--- src/posted_write_buffer_fifo_defines.svh ---
// ----------------------------------------------------------------------------
// posted_write_buffer_fifo_defines
// Assertion macros for the posted write buffer.
// ----------------------------------------------------------------------------
`ifndef POSTED_WRITE_BUFFER_FIFO_DEFINES_SVH
`define POSTED_WRITE_BUFFER_FIFO_DEFINES_SVH

`ifndef ASSERT_OFF
`define PWBF_ASSERT_IMP(label, clk, rst_n, a, b) \
	label: assert property (@(posedge clk) disable iff (!rst_n) (a) |-> (b)) \
		else $error("pwbf assertion failed");
`define PWBF_ASSERT_NXT(label, clk, rst_n, a, b) \
	label: assert property (@(posedge clk) disable iff (!rst_n) (a) |=> (b)) \
		else $error("pwbf assertion failed");
`else
`define PWBF_ASSERT_IMP(label, clk, rst_n, a, b)
`define PWBF_ASSERT_NXT(label, clk, rst_n, a, b)
`endif

`endif

--- src/pwbf_pkg.sv ---
// ----------------------------------------------------------------------------
// pwbf_pkg
// Shared types, codes and helpers of the posted write buffer.
// ----------------------------------------------------------------------------
package pwbf_pkg;

	localparam int QUEUE_DEPTH = 16;
	localparam int IDX_W = $clog2(QUEUE_DEPTH);
	localparam int OCC_W = $clog2(QUEUE_DEPTH + 1);

	localparam logic [1:0] CMD_PUSH  = 2'd0;
	localparam logic [1:0] CMD_STEP  = 2'd1;
	localparam logic [1:0] CMD_FLUSH = 2'd2;

	localparam logic [1:0] KIND_ADDR = 2'd0;
	localparam logic [1:0] KIND_BYTE = 2'd1;
	localparam logic [1:0] KIND_HALF = 2'd2;
	localparam logic [1:0] KIND_WORD = 2'd3;

	typedef enum logic [1:0] {
		OP_PUSH,
		OP_STEP,
		OP_FLUSH,
		OP_NONE
	} op_t;

	typedef struct packed {
		op_t         op;
		logic [1:0]  kind;
		logic [31:0] value;
	} cmd_t;

	typedef struct packed {
		logic [31:0] addr;
		logic [31:0] data;
		logic [3:0]  be;
		logic        seq;
		logic        last;
	} res_t;

	function automatic logic [3:0] lane_mask(logic [1:0] kind, logic [1:0] lo);
		logic [3:0] m;
		case (kind)
			KIND_BYTE: m = 4'b0001 << lo;
			KIND_HALF: m = 4'b0011 << {lo[1], 1'b0};
			KIND_WORD: m = 4'b1111;
			default:   m = 4'b0000;
		endcase
		return m;
	endfunction

	function automatic logic [IDX_W-1:0] next_idx(logic [IDX_W-1:0] idx);
		return (idx == IDX_W'(QUEUE_DEPTH - 1)) ? '0 : idx + 1'b1;
	endfunction

endpackage

--- src/pwbf_front.sv ---
// ----------------------------------------------------------------------------
// pwbf_front
// Accepts input words, decodes the command and queues them for the engine.
// ----------------------------------------------------------------------------
module pwbf_front (
	input  logic                clk,
	input  logic                arst_n,
	input  logic                push,
	output logic                full,
	input  logic [1:0]          command,
	input  logic [1:0]          entry_kind,
	input  logic [31:0]         entry_value,
	output logic                cmd_valid,
	output pwbf_pkg::cmd_t      cmd,
	input  logic                cmd_take
);

	pwbf_pkg::cmd_t slot_q [2];
	logic           rd_q;
	logic           wr_q;
	logic [1:0]     cnt_q;
	pwbf_pkg::cmd_t dec;
	logic           wr_en;
	logic           rd_en;

	always_comb begin
		dec.kind  = entry_kind;
		dec.value = entry_value;
		case (command)
			pwbf_pkg::CMD_PUSH:  dec.op = pwbf_pkg::OP_PUSH;
			pwbf_pkg::CMD_STEP:  dec.op = pwbf_pkg::OP_STEP;
			pwbf_pkg::CMD_FLUSH: dec.op = pwbf_pkg::OP_FLUSH;
			default:             dec.op = pwbf_pkg::OP_NONE;
		endcase
	end

	assign full      = (cnt_q == 2'd2);
	assign cmd_valid = (cnt_q != 2'd0);
	assign cmd       = slot_q[rd_q];
	assign wr_en     = push && !full;
	assign rd_en     = cmd_take && cmd_valid;

	always_ff @(posedge clk) begin
		if (wr_en) begin
			slot_q[wr_q] <= dec;
		end
	end

	always_ff @(posedge clk or negedge arst_n) begin
		if (!arst_n) begin
			rd_q  <= 1'b0;
			wr_q  <= 1'b0;
			cnt_q <= 2'd0;
		end else begin
			if (wr_en) begin
				wr_q <= !wr_q;
			end
			if (rd_en) begin
				rd_q <= !rd_q;
			end
			cnt_q <= cnt_q + 2'(wr_en) - 2'(rd_en);
		end
	end

endmodule

--- src/pwbf_back.sv ---
// ----------------------------------------------------------------------------
// pwbf_back
// Write buffer engine: entry queue, held data and drain steps.
// ----------------------------------------------------------------------------
`include "posted_write_buffer_fifo_defines.svh"

module pwbf_back (
	input  logic           clk,
	input  logic           arst_n,
	input  logic           cmd_valid,
	input  pwbf_pkg::cmd_t cmd,
	output logic           cmd_take,
	input  logic           res_ready,
	output logic           res_valid,
	output pwbf_pkg::res_t res
);

	logic [31:0]                 val_mem [pwbf_pkg::QUEUE_DEPTH];
	logic [1:0]                  kind_mem [pwbf_pkg::QUEUE_DEPTH];
	logic [pwbf_pkg::IDX_W-1:0]  rd_q;
	logic [pwbf_pkg::IDX_W-1:0]  wr_q;
	logic [pwbf_pkg::OCC_W-1:0]  occ_q;
	logic [pwbf_pkg::OCC_W-1:0]  data_q;
	logic [31:0]                 addr_q;
	logic [31:0]                 hval_q;
	logic [1:0]                  hkind_q;
	logic                        held_q;
	logic                        burst_q;
	logic [1:0]                  head_kind_q;
	logic [31:0]                 head_val_q;

	logic        go;
	logic        busy;
	logic        step;
	logic        push_en;
	logic        pop;
	logic        issue;
	logic        push_data;
	logic        pop_data;
	logic [pwbf_pkg::IDX_W-1:0] rd_nxt;

	assign busy      = (occ_q != '0) || held_q;
	assign go        = cmd_valid && res_ready;

	always_comb begin
		step     = 1'b0;
		push_en  = 1'b0;
		cmd_take = 1'b0;
		if (go) begin
			case (cmd.op)
				pwbf_pkg::OP_PUSH: begin
					step     = (occ_q == pwbf_pkg::OCC_W'(pwbf_pkg::QUEUE_DEPTH));
					push_en  = 1'b1;
					cmd_take = 1'b1;
				end
				pwbf_pkg::OP_STEP: begin
					step     = 1'b1;
					cmd_take = 1'b1;
				end
				pwbf_pkg::OP_FLUSH: begin
					step     = busy;
					cmd_take = !busy;
				end
				default: begin
					cmd_take = 1'b1;
				end
			endcase
		end
	end

	assign pop       = step && (occ_q != '0);
	assign issue     = step && held_q;
	assign push_data = push_en && (cmd.kind != pwbf_pkg::KIND_ADDR);
	assign pop_data  = pop && (head_kind_q != pwbf_pkg::KIND_ADDR);
	assign rd_nxt    = pop ? pwbf_pkg::next_idx(rd_q) : rd_q;

	// data entries still queued == writes left after this one
	assign res_valid = issue;
	assign res.addr  = addr_q;
	assign res.data  = hval_q;
	assign res.be    = pwbf_pkg::lane_mask(hkind_q, addr_q[1:0]);
	assign res.seq   = burst_q && (addr_q[9:0] != 10'd0);
	assign res.last  = (cmd.op != pwbf_pkg::OP_FLUSH) || (data_q == '0);

	// head entry is prefetched; a push into the next head slot bypasses
	always_ff @(posedge clk) begin
		if (push_en) begin
			val_mem[wr_q]  <= cmd.value;
			kind_mem[wr_q] <= cmd.kind;
		end
		if (push_en && (wr_q == rd_nxt)) begin
			head_val_q  <= cmd.value;
			head_kind_q <= cmd.kind;
		end else begin
			head_val_q  <= val_mem[rd_nxt];
			head_kind_q <= kind_mem[rd_nxt];
		end
	end

	always_ff @(posedge clk or negedge arst_n) begin
		if (!arst_n) begin
			rd_q    <= '0;
			wr_q    <= '0;
			occ_q   <= '0;
			data_q  <= '0;
			addr_q  <= '0;
			hval_q  <= '0;
			hkind_q <= pwbf_pkg::KIND_ADDR;
			held_q  <= 1'b0;
			burst_q <= 1'b0;
		end else begin
			if (issue) begin
				addr_q  <= addr_q + 32'd4;
				burst_q <= 1'b1;
				held_q  <= 1'b0;
			end
			if (pop) begin
				if (head_kind_q == pwbf_pkg::KIND_ADDR) begin
					addr_q  <= head_val_q;
					burst_q <= 1'b0;
					held_q  <= 1'b0;
				end else begin
					hval_q  <= head_val_q;
					hkind_q <= head_kind_q;
					held_q  <= 1'b1;
				end
				rd_q <= pwbf_pkg::next_idx(rd_q);
			end
			if (push_en) begin
				wr_q <= pwbf_pkg::next_idx(wr_q);
			end
			occ_q  <= occ_q + pwbf_pkg::OCC_W'(push_en) - pwbf_pkg::OCC_W'(pop);
			data_q <= data_q + pwbf_pkg::OCC_W'(push_data) - pwbf_pkg::OCC_W'(pop_data);
		end
	end

	`PWBF_ASSERT_IMP(a_occ_bound, clk, arst_n, 1'b1, occ_q <= pwbf_pkg::OCC_W'(pwbf_pkg::QUEUE_DEPTH))
	`PWBF_ASSERT_IMP(a_data_le_occ, clk, arst_n, 1'b1, data_q <= occ_q)
	`PWBF_ASSERT_IMP(a_res_room, clk, arst_n, res_valid, res_ready && cmd_valid)
	`PWBF_ASSERT_NXT(a_issue_burst, clk, arst_n, issue && !pop, burst_q && !held_q)

endmodule

--- src/pwbf_rq.sv ---
// ----------------------------------------------------------------------------
// pwbf_rq
// Two-entry result queue between the engine and the bus write port.
// ----------------------------------------------------------------------------
module pwbf_rq (
	input  logic           clk,
	input  logic           arst_n,
	input  logic           res_valid,
	input  pwbf_pkg::res_t res,
	output logic           res_ready,
	output logic           empty,
	input  logic           pop,
	output pwbf_pkg::res_t head
);

	pwbf_pkg::res_t slot_q [2];
	logic           rd_q;
	logic           wr_q;
	logic [1:0]     cnt_q;
	logic           wr_en;
	logic           rd_en;

	assign res_ready = (cnt_q != 2'd2);
	assign empty     = (cnt_q == 2'd0);
	assign head      = slot_q[rd_q];
	assign wr_en     = res_valid && res_ready;
	assign rd_en     = pop && !empty;

	always_ff @(posedge clk) begin
		if (wr_en) begin
			slot_q[wr_q] <= res;
		end
	end

	always_ff @(posedge clk or negedge arst_n) begin
		if (!arst_n) begin
			rd_q  <= 1'b0;
			wr_q  <= 1'b0;
			cnt_q <= 2'd0;
		end else begin
			if (wr_en) begin
				wr_q <= !wr_q;
			end
			if (rd_en) begin
				rd_q <= !rd_q;
			end
			cnt_q <= cnt_q + 2'(wr_en) - 2'(rd_en);
		end
	end

endmodule

--- src/posted_write_buffer_fifo.sv ---
// Throughput: one push or step command per cycle while the result queue has room.
// A flush holds the engine, stepping through the queued entries, until none are queued and no data is held.
// The engine stalls when the two-entry result queue is full; the command queue holds two.
// Reset: arst_n asynchronous, active low; clears all control state, no clearing pass.
// ----------------------------------------------------------------------------
// posted_write_buffer_fifo
// Posted write buffer: queues address and data entries, drains them as bus writes.
// ----------------------------------------------------------------------------
module posted_write_buffer_fifo (
	input  logic        clk,
	input  logic        arst_n,
	input  logic        push,
	output logic        full,
	input  logic [1:0]  command,
	input  logic [1:0]  entry_kind,
	input  logic [31:0] entry_value,
	output logic        empty,
	input  logic        pop,
	output logic [31:0] bus_address,
	output logic [31:0] bus_data,
	output logic [3:0]  byte_enable,
	output logic        sequential,
	output logic        last
);

	logic           cmd_valid;
	pwbf_pkg::cmd_t cmd;
	logic           cmd_take;
	logic           res_valid;
	logic           res_ready;
	pwbf_pkg::res_t res;
	pwbf_pkg::res_t head;

	pwbf_front u_front (
		.clk         (clk),
		.arst_n      (arst_n),
		.push        (push),
		.full        (full),
		.command     (command),
		.entry_kind  (entry_kind),
		.entry_value (entry_value),
		.cmd_valid   (cmd_valid),
		.cmd         (cmd),
		.cmd_take    (cmd_take)
	);

	pwbf_back u_back (
		.clk       (clk),
		.arst_n    (arst_n),
		.cmd_valid (cmd_valid),
		.cmd       (cmd),
		.cmd_take  (cmd_take),
		.res_ready (res_ready),
		.res_valid (res_valid),
		.res       (res)
	);

	pwbf_rq u_rq (
		.clk       (clk),
		.arst_n    (arst_n),
		.res_valid (res_valid),
		.res       (res),
		.res_ready (res_ready),
		.empty     (empty),
		.pop       (pop),
		.head      (head)
	);

	assign bus_address = head.addr;
	assign bus_data    = head.data;
	assign byte_enable = head.be;
	assign sequential  = head.seq;
	assign last        = head.last;

endmodule
--- config.mk ---
export PLATFORM = sky130hd
export DESIGN_NAME = posted_write_buffer_fifo
export DESIGN_NICKNAME = d
export VERILOG_FILES = /design/src/pwbf_pkg.sv /design/src/pwbf_front.sv /design/src/pwbf_back.sv /design/src/pwbf_rq.sv /design/src/posted_write_buffer_fifo.sv
export VERILOG_INCLUDE_DIRS = /design/src /design/src/src
export SDC_FILE = /design/constraint.sdc
export NUM_CORES = 1
export LEC_CHECK = 0
export BUFFER_PORTS_ARGS = -buffer_cell sky130_fd_sc_hd__buf_4
export CELL_PAD_IN_SITES_DETAIL_PLACEMENT = 0
export CELL_PAD_IN_SITES_GLOBAL_PLACEMENT = 1
export CORE_MARGIN = 2
export CORE_UTILIZATION = 55
export CTS_BUF_LIST = sky130_fd_sc_hd__clkbuf_16
export DETAILED_ROUTE_END_ITERATION = 10
export GPL_TIMING_DRIVEN = 0
export PLACE_DENSITY_LB_ADDON = 0.1
export SLEW_MARGIN = 20
export SYNTH_ARGS = -nofsm -noshare
export SYNTH_HDL_FRONTEND = slang
export SYNTH_SLANG_ARGS = --single-unit
--- constraint.sdc ---
create_clock -name clk -period 5.95 [get_ports clk]
set_input_delay 0.595 -clock clk [delete_from_list [all_inputs] [get_ports clk]]
set_output_delay 0.595 -clock clk [all_outputs]
set_load 0.005 [all_outputs]
* Word-level counts from Yosys, hierarchy flattened *
Memory sizes are Yosys's and may differ from the RTL's. A register that Yosys moved wholly into a read port is not among the register bits.
Cells that the tools add are included.

operators by class
  add/sub/neg operators = 11
  multiply operators = 0
  div/mod/pow operators = 0
  magnitude comparators = 0
  equal/unequal tests = 13
  shifts and indexed selects = 2
  muxes and demuxes = 26
  bitwise gates (word level) = 1
  reductions and logical operators = 31

operators with widths
  operator               count
  $mux 32                3
  $add 32x3->32 const B  1
  $mux 1                 17
  $mux 4                 3
  $pmux 4 s3             1
  $add 5x1->5            2
  $eq 2x2->1 const B     5
  $logic_and 1x1->1      10
  $reduce_bool 10->1     1
  $sub 5x1->5            2
  $add 4x1->4 const B    2
  $eq 4x4->1 const B     2
  $logic_not 2->1        4
  $reduce_bool 2->1      4
  $logic_not 1->1        7
  $eq 2x1->1 const B     3
  $pmux 2 s3             1
  $eq 5x5->1 const B     1
  $logic_not 5->1        1
  $reduce_bool 5->1      1
  $add 2x1->2            2
  $ne 2x2->1 const B     2
  $shl 1x2->4 const A    1
  $shl 2x2->4 const A    1
  5 further kinds        7

word-level totals
  flip-flop bits (word level) = 94
  latch bits = 0
  memory bits (writable) = 756
  bits in read-only memories = 0
  bits of input ports = 40
  output and inout bits = 72
  logic and storage cells = 103
  memories = 4

memories
  name             words  bits a word  rd ports  clocked after Yosys merged registers in  wr ports  RTL line          source
  u_back.val_mem   16     32           1         1                                        1         pwbf_back.sv:18   logic [31:0] val_mem [pwbf_pkg::QUEUE_DEPTH];
  u_rq.slot_q      2      70           1         0                                        1         pwbf_rq.sv:16     pwbf_pkg::res_t slot_q [2];
  u_front.slot_q   2      36           1         0                                        1         pwbf_front.sv:18  pwbf_pkg::cmd_t slot_q [2];
  u_back.kind_mem  16     2            1         1                                        1         pwbf_back.sv:19   logic [1:0] kind_mem [pwbf_pkg::QUEUE_DEPTH];

* Longest topological paths before layout *
  word-level depth = 8
  depth in mapped cells = 18
  gate-level depth less buffers = 17

* By module *
A second synthesis with hierarchy kept.

second synthesis, totals
  cells, all modules = 1564
  area, all modules = 33636.0 um^2

modules (own cells, without submodules)
  module      instances  cells an instance  area each (um^2)
  pwbf_back   1          1197               25107.8
  pwbf_rq     1          235                5596.6
  pwbf_front  1          132                2931.6

* Worst setup path before layout *
No wires, ideal clock.

  path kind = flip-flop to flip-flop
  from = reg u_back.occ_q[3] in the netlist's numbering
  to = mem u_rq.slot_q[0][0] in the netlist's numbering (enable)
  setup time = 0.499 ns
  arrival time = 4.460 ns
  data required time = 5.451 ns
  setup slack = 0.991 ns
  cell stages (with the launch flop) = 8
  period minus slack after synthesis = 4.959 ns
  cells stage by stage = dfrtp_1 > inv_1 > ha_1 > nor4bb_1 > o31a_1 > clkbuf_1 > nand2_1 > nor2_1

between the ends
  longest elaborated chain between the ends = 8

ends and longest elaborated chain
  element                         RTL line          source
  start, declared                 pwbf_back.sv:22   logic [pwbf_pkg::OCC_W-1:0] occ_q;
  start signal, assigned          pwbf_back.sv:132  occ_q <= occ_q + pwbf_pkg::OCC_W'(push_en) - pwbf_pkg::OCC_W'(pop);
  $reduce_bool 5->1               pwbf_back.sv:42   assign busy = (occ_q != '0) || held_q;
  $logic_or 1x1->1                pwbf_back.sv:42
  $pmux 1 s3 *                    pwbf_back.sv:50   case (cmd.op)
  $mux 1 *                        pwbf_back.sv:49   if (go) begin
  $logic_and 1x1->1 *             pwbf_back.sv:72   assign issue = step && held_q;
  $logic_and 1x1->1 *             pwbf_rq.sv:26     assign wr_en = res_valid && res_ready;
  $mux 1 *                        pwbf_rq.sv:30     if (wr_en) begin
  $mux 1 (not written as such) *  pwbf_rq.sv:31     slot_q[wr_q] <= res;
  end, declared                   pwbf_rq.sv:16

Mark *: on every way between the ends. The rest lies on a longest branch, timed or not.

==> qor.csv <==
stage;metric;value;unit
run_status;status;finished, final reports clean;
grt;total gr overflow;0;
route;Via density;6.000;
route;ANT nets after route;0;
placement;Post-Place Setup Slack;2.043;ns
die;IO Pins;112;
route;DRC viols;0;
placement;IO buf count;109;
worst_setup_path;WP data arrival;4.35;ns
worst_setup_path;crit path capture type;flop;
synthesis;mapped cell area;0.03319;mm^2
clock_tree;TritonCTS clock tree;yes;
sta;Worst slew margin;36.86;%
die;die area;0.06233;mm^2
worst_setup_path;reg2reg path depth;17;
route;initial drt markers;1551;
synthesis;Yosys top cell area share;68.40;%
synthesis;Yosys top cell by area;edfxtp_1;
grt;antenna violations before repair;1;
worst_setup_path;crit path max fanout;10;
sta;max frequency;258.8;MHz
clock_tree;setup repair bufs after CTS;0;
clock_tree;clock slew at reported path FFs;0.06;ns
grt;largest net degree at the start of global routing;95;
run;maxcap violations;0;
worst_setup_path;Req. time, crit path;6.44;ns
clock_tree;Root Buffer;clkbuf_16;
placement;DPL Wire Length;44490;um
power_and_ir_drop;leakage power;12.97;nW
power_and_ir_drop;Pwr Density;527.8;mW/mm^2
sta;Setup WS post-layout;2.086;ns
clock_tree;Max clock buf depth;3;
synthesis;FF+latch count, synth;854;
die;Die X;249.7;um
sta;Tmin final;3.864;ns
sta;Final setup viols;0;
clock_tree;CTS buffer count;86;
finish;Ant. Diodes;0;
worst_setup_path;Crit Path Category;flop to flop;
clock_tree;cts repair resizes;0;
sta;clock skew;0.01790;ns
clock_tree;H-Tree Depth;3;
synthesis;Main synth FF type;edfxtp_1;
synthesis;Synth Net Count;1633;
finish;Filler cells;4153;
synthesis;EDFF count, synth;756;
synthesis;cells after synthesis;1568;
synthesis;ys async rst share;11.01;%
sta;max-slew violation count;0;
worst_setup_path;CP Launch Type;flop;
sta;actual slew at the worst max-slew pin;0.9471;ns
finish;share of cells above drive strength 1;34.10;%
synthesis;Synth area leaders;edfxtp_1 68%, mux4_2 11%, dfrtp_1 7.1%;
route;DR WL/cell;26.55;um
grt;GRT Util Overall;23.04;%
die;Core ar.;0.06002;mm^2
route;Post-Route WL;70440;um
power_and_ir_drop;Peak supply drop;309.1;uV
min_path;Hold Path Class;primary input to async pin;
finish;area grow syn2layout;15.33;%
clock_tree;Sink Count;854;
die;Initial Util;55.30;%
die;Die Ht;249.7;um
sta;final hold violations;0;
grt;first-pass GRT wire length;104300;um
finish;fin util;63.78;%
clock_tree;cts hold-fix bufs;0;
route;Vias;15919;
synthesis;sequential share of the synthesized area;75.73;%
sta;unrepaired setup endpoints after global routing;no;
synthesis;synth unique cells;52;
synthesis;Yosys warning total;0;
finish;nets;1865;
die;FP Rows;90;
power_and_ir_drop;Tot Pwr;20.20;mW
route;router iterations before antenna repair;7;
sta;Tcrit/Tclk final;64.94;%
placement;GP Congestion;0.8180;
synthesis;Post-Syn Area per Cell;21.17;um^2
grt;vias in the first global route;16232;
clock_tree;clock latency on the worst-skew pair;0.62;ns
-- critical path, cell delays in order (launching register included) --
cell and delay [ns]:
dfxtp_1 0.41, buf_2 0.35, mux4_2 0.36, a22oi_1 0.20, nand3_2 0.23, o21ai_2 0.44
buf_4 0.31, inv_1 0.07, ha_1 0.28, inv_1 0.05, ha_1 0.15, inv_1 0.06
fa_1 0.42, inv_1 0.07, a21oi_1 0.06, nor2_1 0.10, nor2_1 0.06, xnor2_1 0.11
-- registers in the layout, summed over array words and instances, names as in the netlist, 4 cells and up, named ones only --
name and flops:
u_back.addr_q 32, u_back.data_q 5, u_back.hval_q 32, u_back.kind_mem 32, u_back.occ_q 5, u_back.rd_q 4
u_back.val_mem 512, u_back.wr_q 4, u_front.slot_q 72, u_rq.slot_q 140
-- through the flow --
step / setup TNS, ns / hold WS (ns) / cells / cell area (um^2)
2_1_floorplan: 0 / 0.2994 / 1568 / 33190
3_3_place_gp: -337.62 / 0.4421 / 2459 / 34990
3_5_place_dp: 0 / 0.4542 / 2494 / 35620
4_1_cts: 0 / 0.1044 / 2653 / 38270
5_1_grt: 0 / 0.1268 / 2653 / 38280
6_report: 0 / 0.07366 / 2653 / 38280
-- layout by cell type, fill, tap and decap left out, types with 4 or more instances in the layout --
cell	count
and4_1	4
a21oi_1	10
dfrtp_1	94
nand2_1	29
edfxtp_1	756
bufinv_16	4
clkinv_2	10
or4_1	6
nand4_1	11
nor2_4	6
or3_1	7
nor2_1	12
clkbuf_16	90
nor3_2	4
buf_6	6
dfxtp_1	4
clkbuf_1	38
o21ai_0	19
xor2_1	16
o31ai_1	4
buf_4	134
mux4_2	168
clkinv_1	31
nor4_1	28
nor2b_1	5
a31oi_1	11
ha_1	23
mux2_2	139
inv_1	64
nand3_1	15
clkbuf_2	4
buf_16	12
xnor2_1	20
and2_4	8
buf_2	15
mux2_4	19
-- Yosys cell counts (3+ instances only) --
master / number
edfxtp_1: 756
mux4_2: 168
mux2_2: 139
dfrtp_1: 94
inv_1: 44
clkbuf_1: 39
nand2_1: 29
nor4_1: 28
ha_1: 23
xnor2_1: 20
mux2_4: 19
o21ai_0: 19
nor2_1: 18
xor2_1: 16
buf_2: 15
nand3_1: 15
a31oi_1: 11
nand4_1: 11
a21oi_1: 10
and2_1: 9
nor3_1: 7
or3_1: 7
or4_1: 6
buf_4: 5
buf_6: 5
nor2b_1: 5
o31ai_1: 5
and4_1: 4
buf_1: 4
dfxtp_1: 4
a21o_1: 3
nand3_2: 3
-- power by group --
part / switching, mW / total [mW] / internal, mW
Clock: 2.18 / 5.07 / 2.89
Sequential: 0.495 / 8.63 / 8.14
Combinational: 3.60 / 6.50 / 2.90
-- final cells by class --
class | count | area (um^2) | area share, %
clock inverters | 69 | 402.9 | 1.053
flip-flops and latches | 854 | 25130 | 65.66
multi-input cells | 601 | 7656 | 20.00
well taps | 782 | 978.4 | 2.556
inverters | 45 | 168.9 | 0.4413
repair buffers | 144 | 1350 | 3.527
plain buffers | 68 | 335.3 | 0.8760
clock buffers | 90 | 2252 | 5.884
-- worst paths after layout --
path                                   startpoint                   end  slack [ns]
max in group asynchronous                  arst_n     u_back.addr_q[13]        5.23
worst min-delay path                       arst_n      u_back.data_q[4]        0.07
min in group clk                   entry_value[9]  u_front.slot_q[1][9]        0.15
worst max register to register               flop      u_back.data_q[4]        2.09
worst min register to register  u_back.hval_q[29]    u_rq.slot_q[0][35]        0.47
worst max-delay path                         flop      u_back.data_q[4]        2.09
-- cell families (layout without fill, tap and decap cells) --
kind of cell	Yosys count	after routing	share of synthesized area (%)
xor gates and xnor gates	36	36	0.9500
DFF	854	854	75.73
AOI/OAI and AO/OA	62	62	1.233
buffers and inverters	113	416	1.504
adders and majority gates	25	25	0.9877
and+or+nand+nor	152	152	2.620
muxes	326	326	16.98
-- metal layers --
layer	part of all wire (%)	wire length, um	track usage, %
met5	0	0	0
met4	2.1	1477	6.954
met3	5.6	3929	3.254
met2	50	35440	38.28
met1	42	29600	32.22
(Power assumes the default switching activity.)
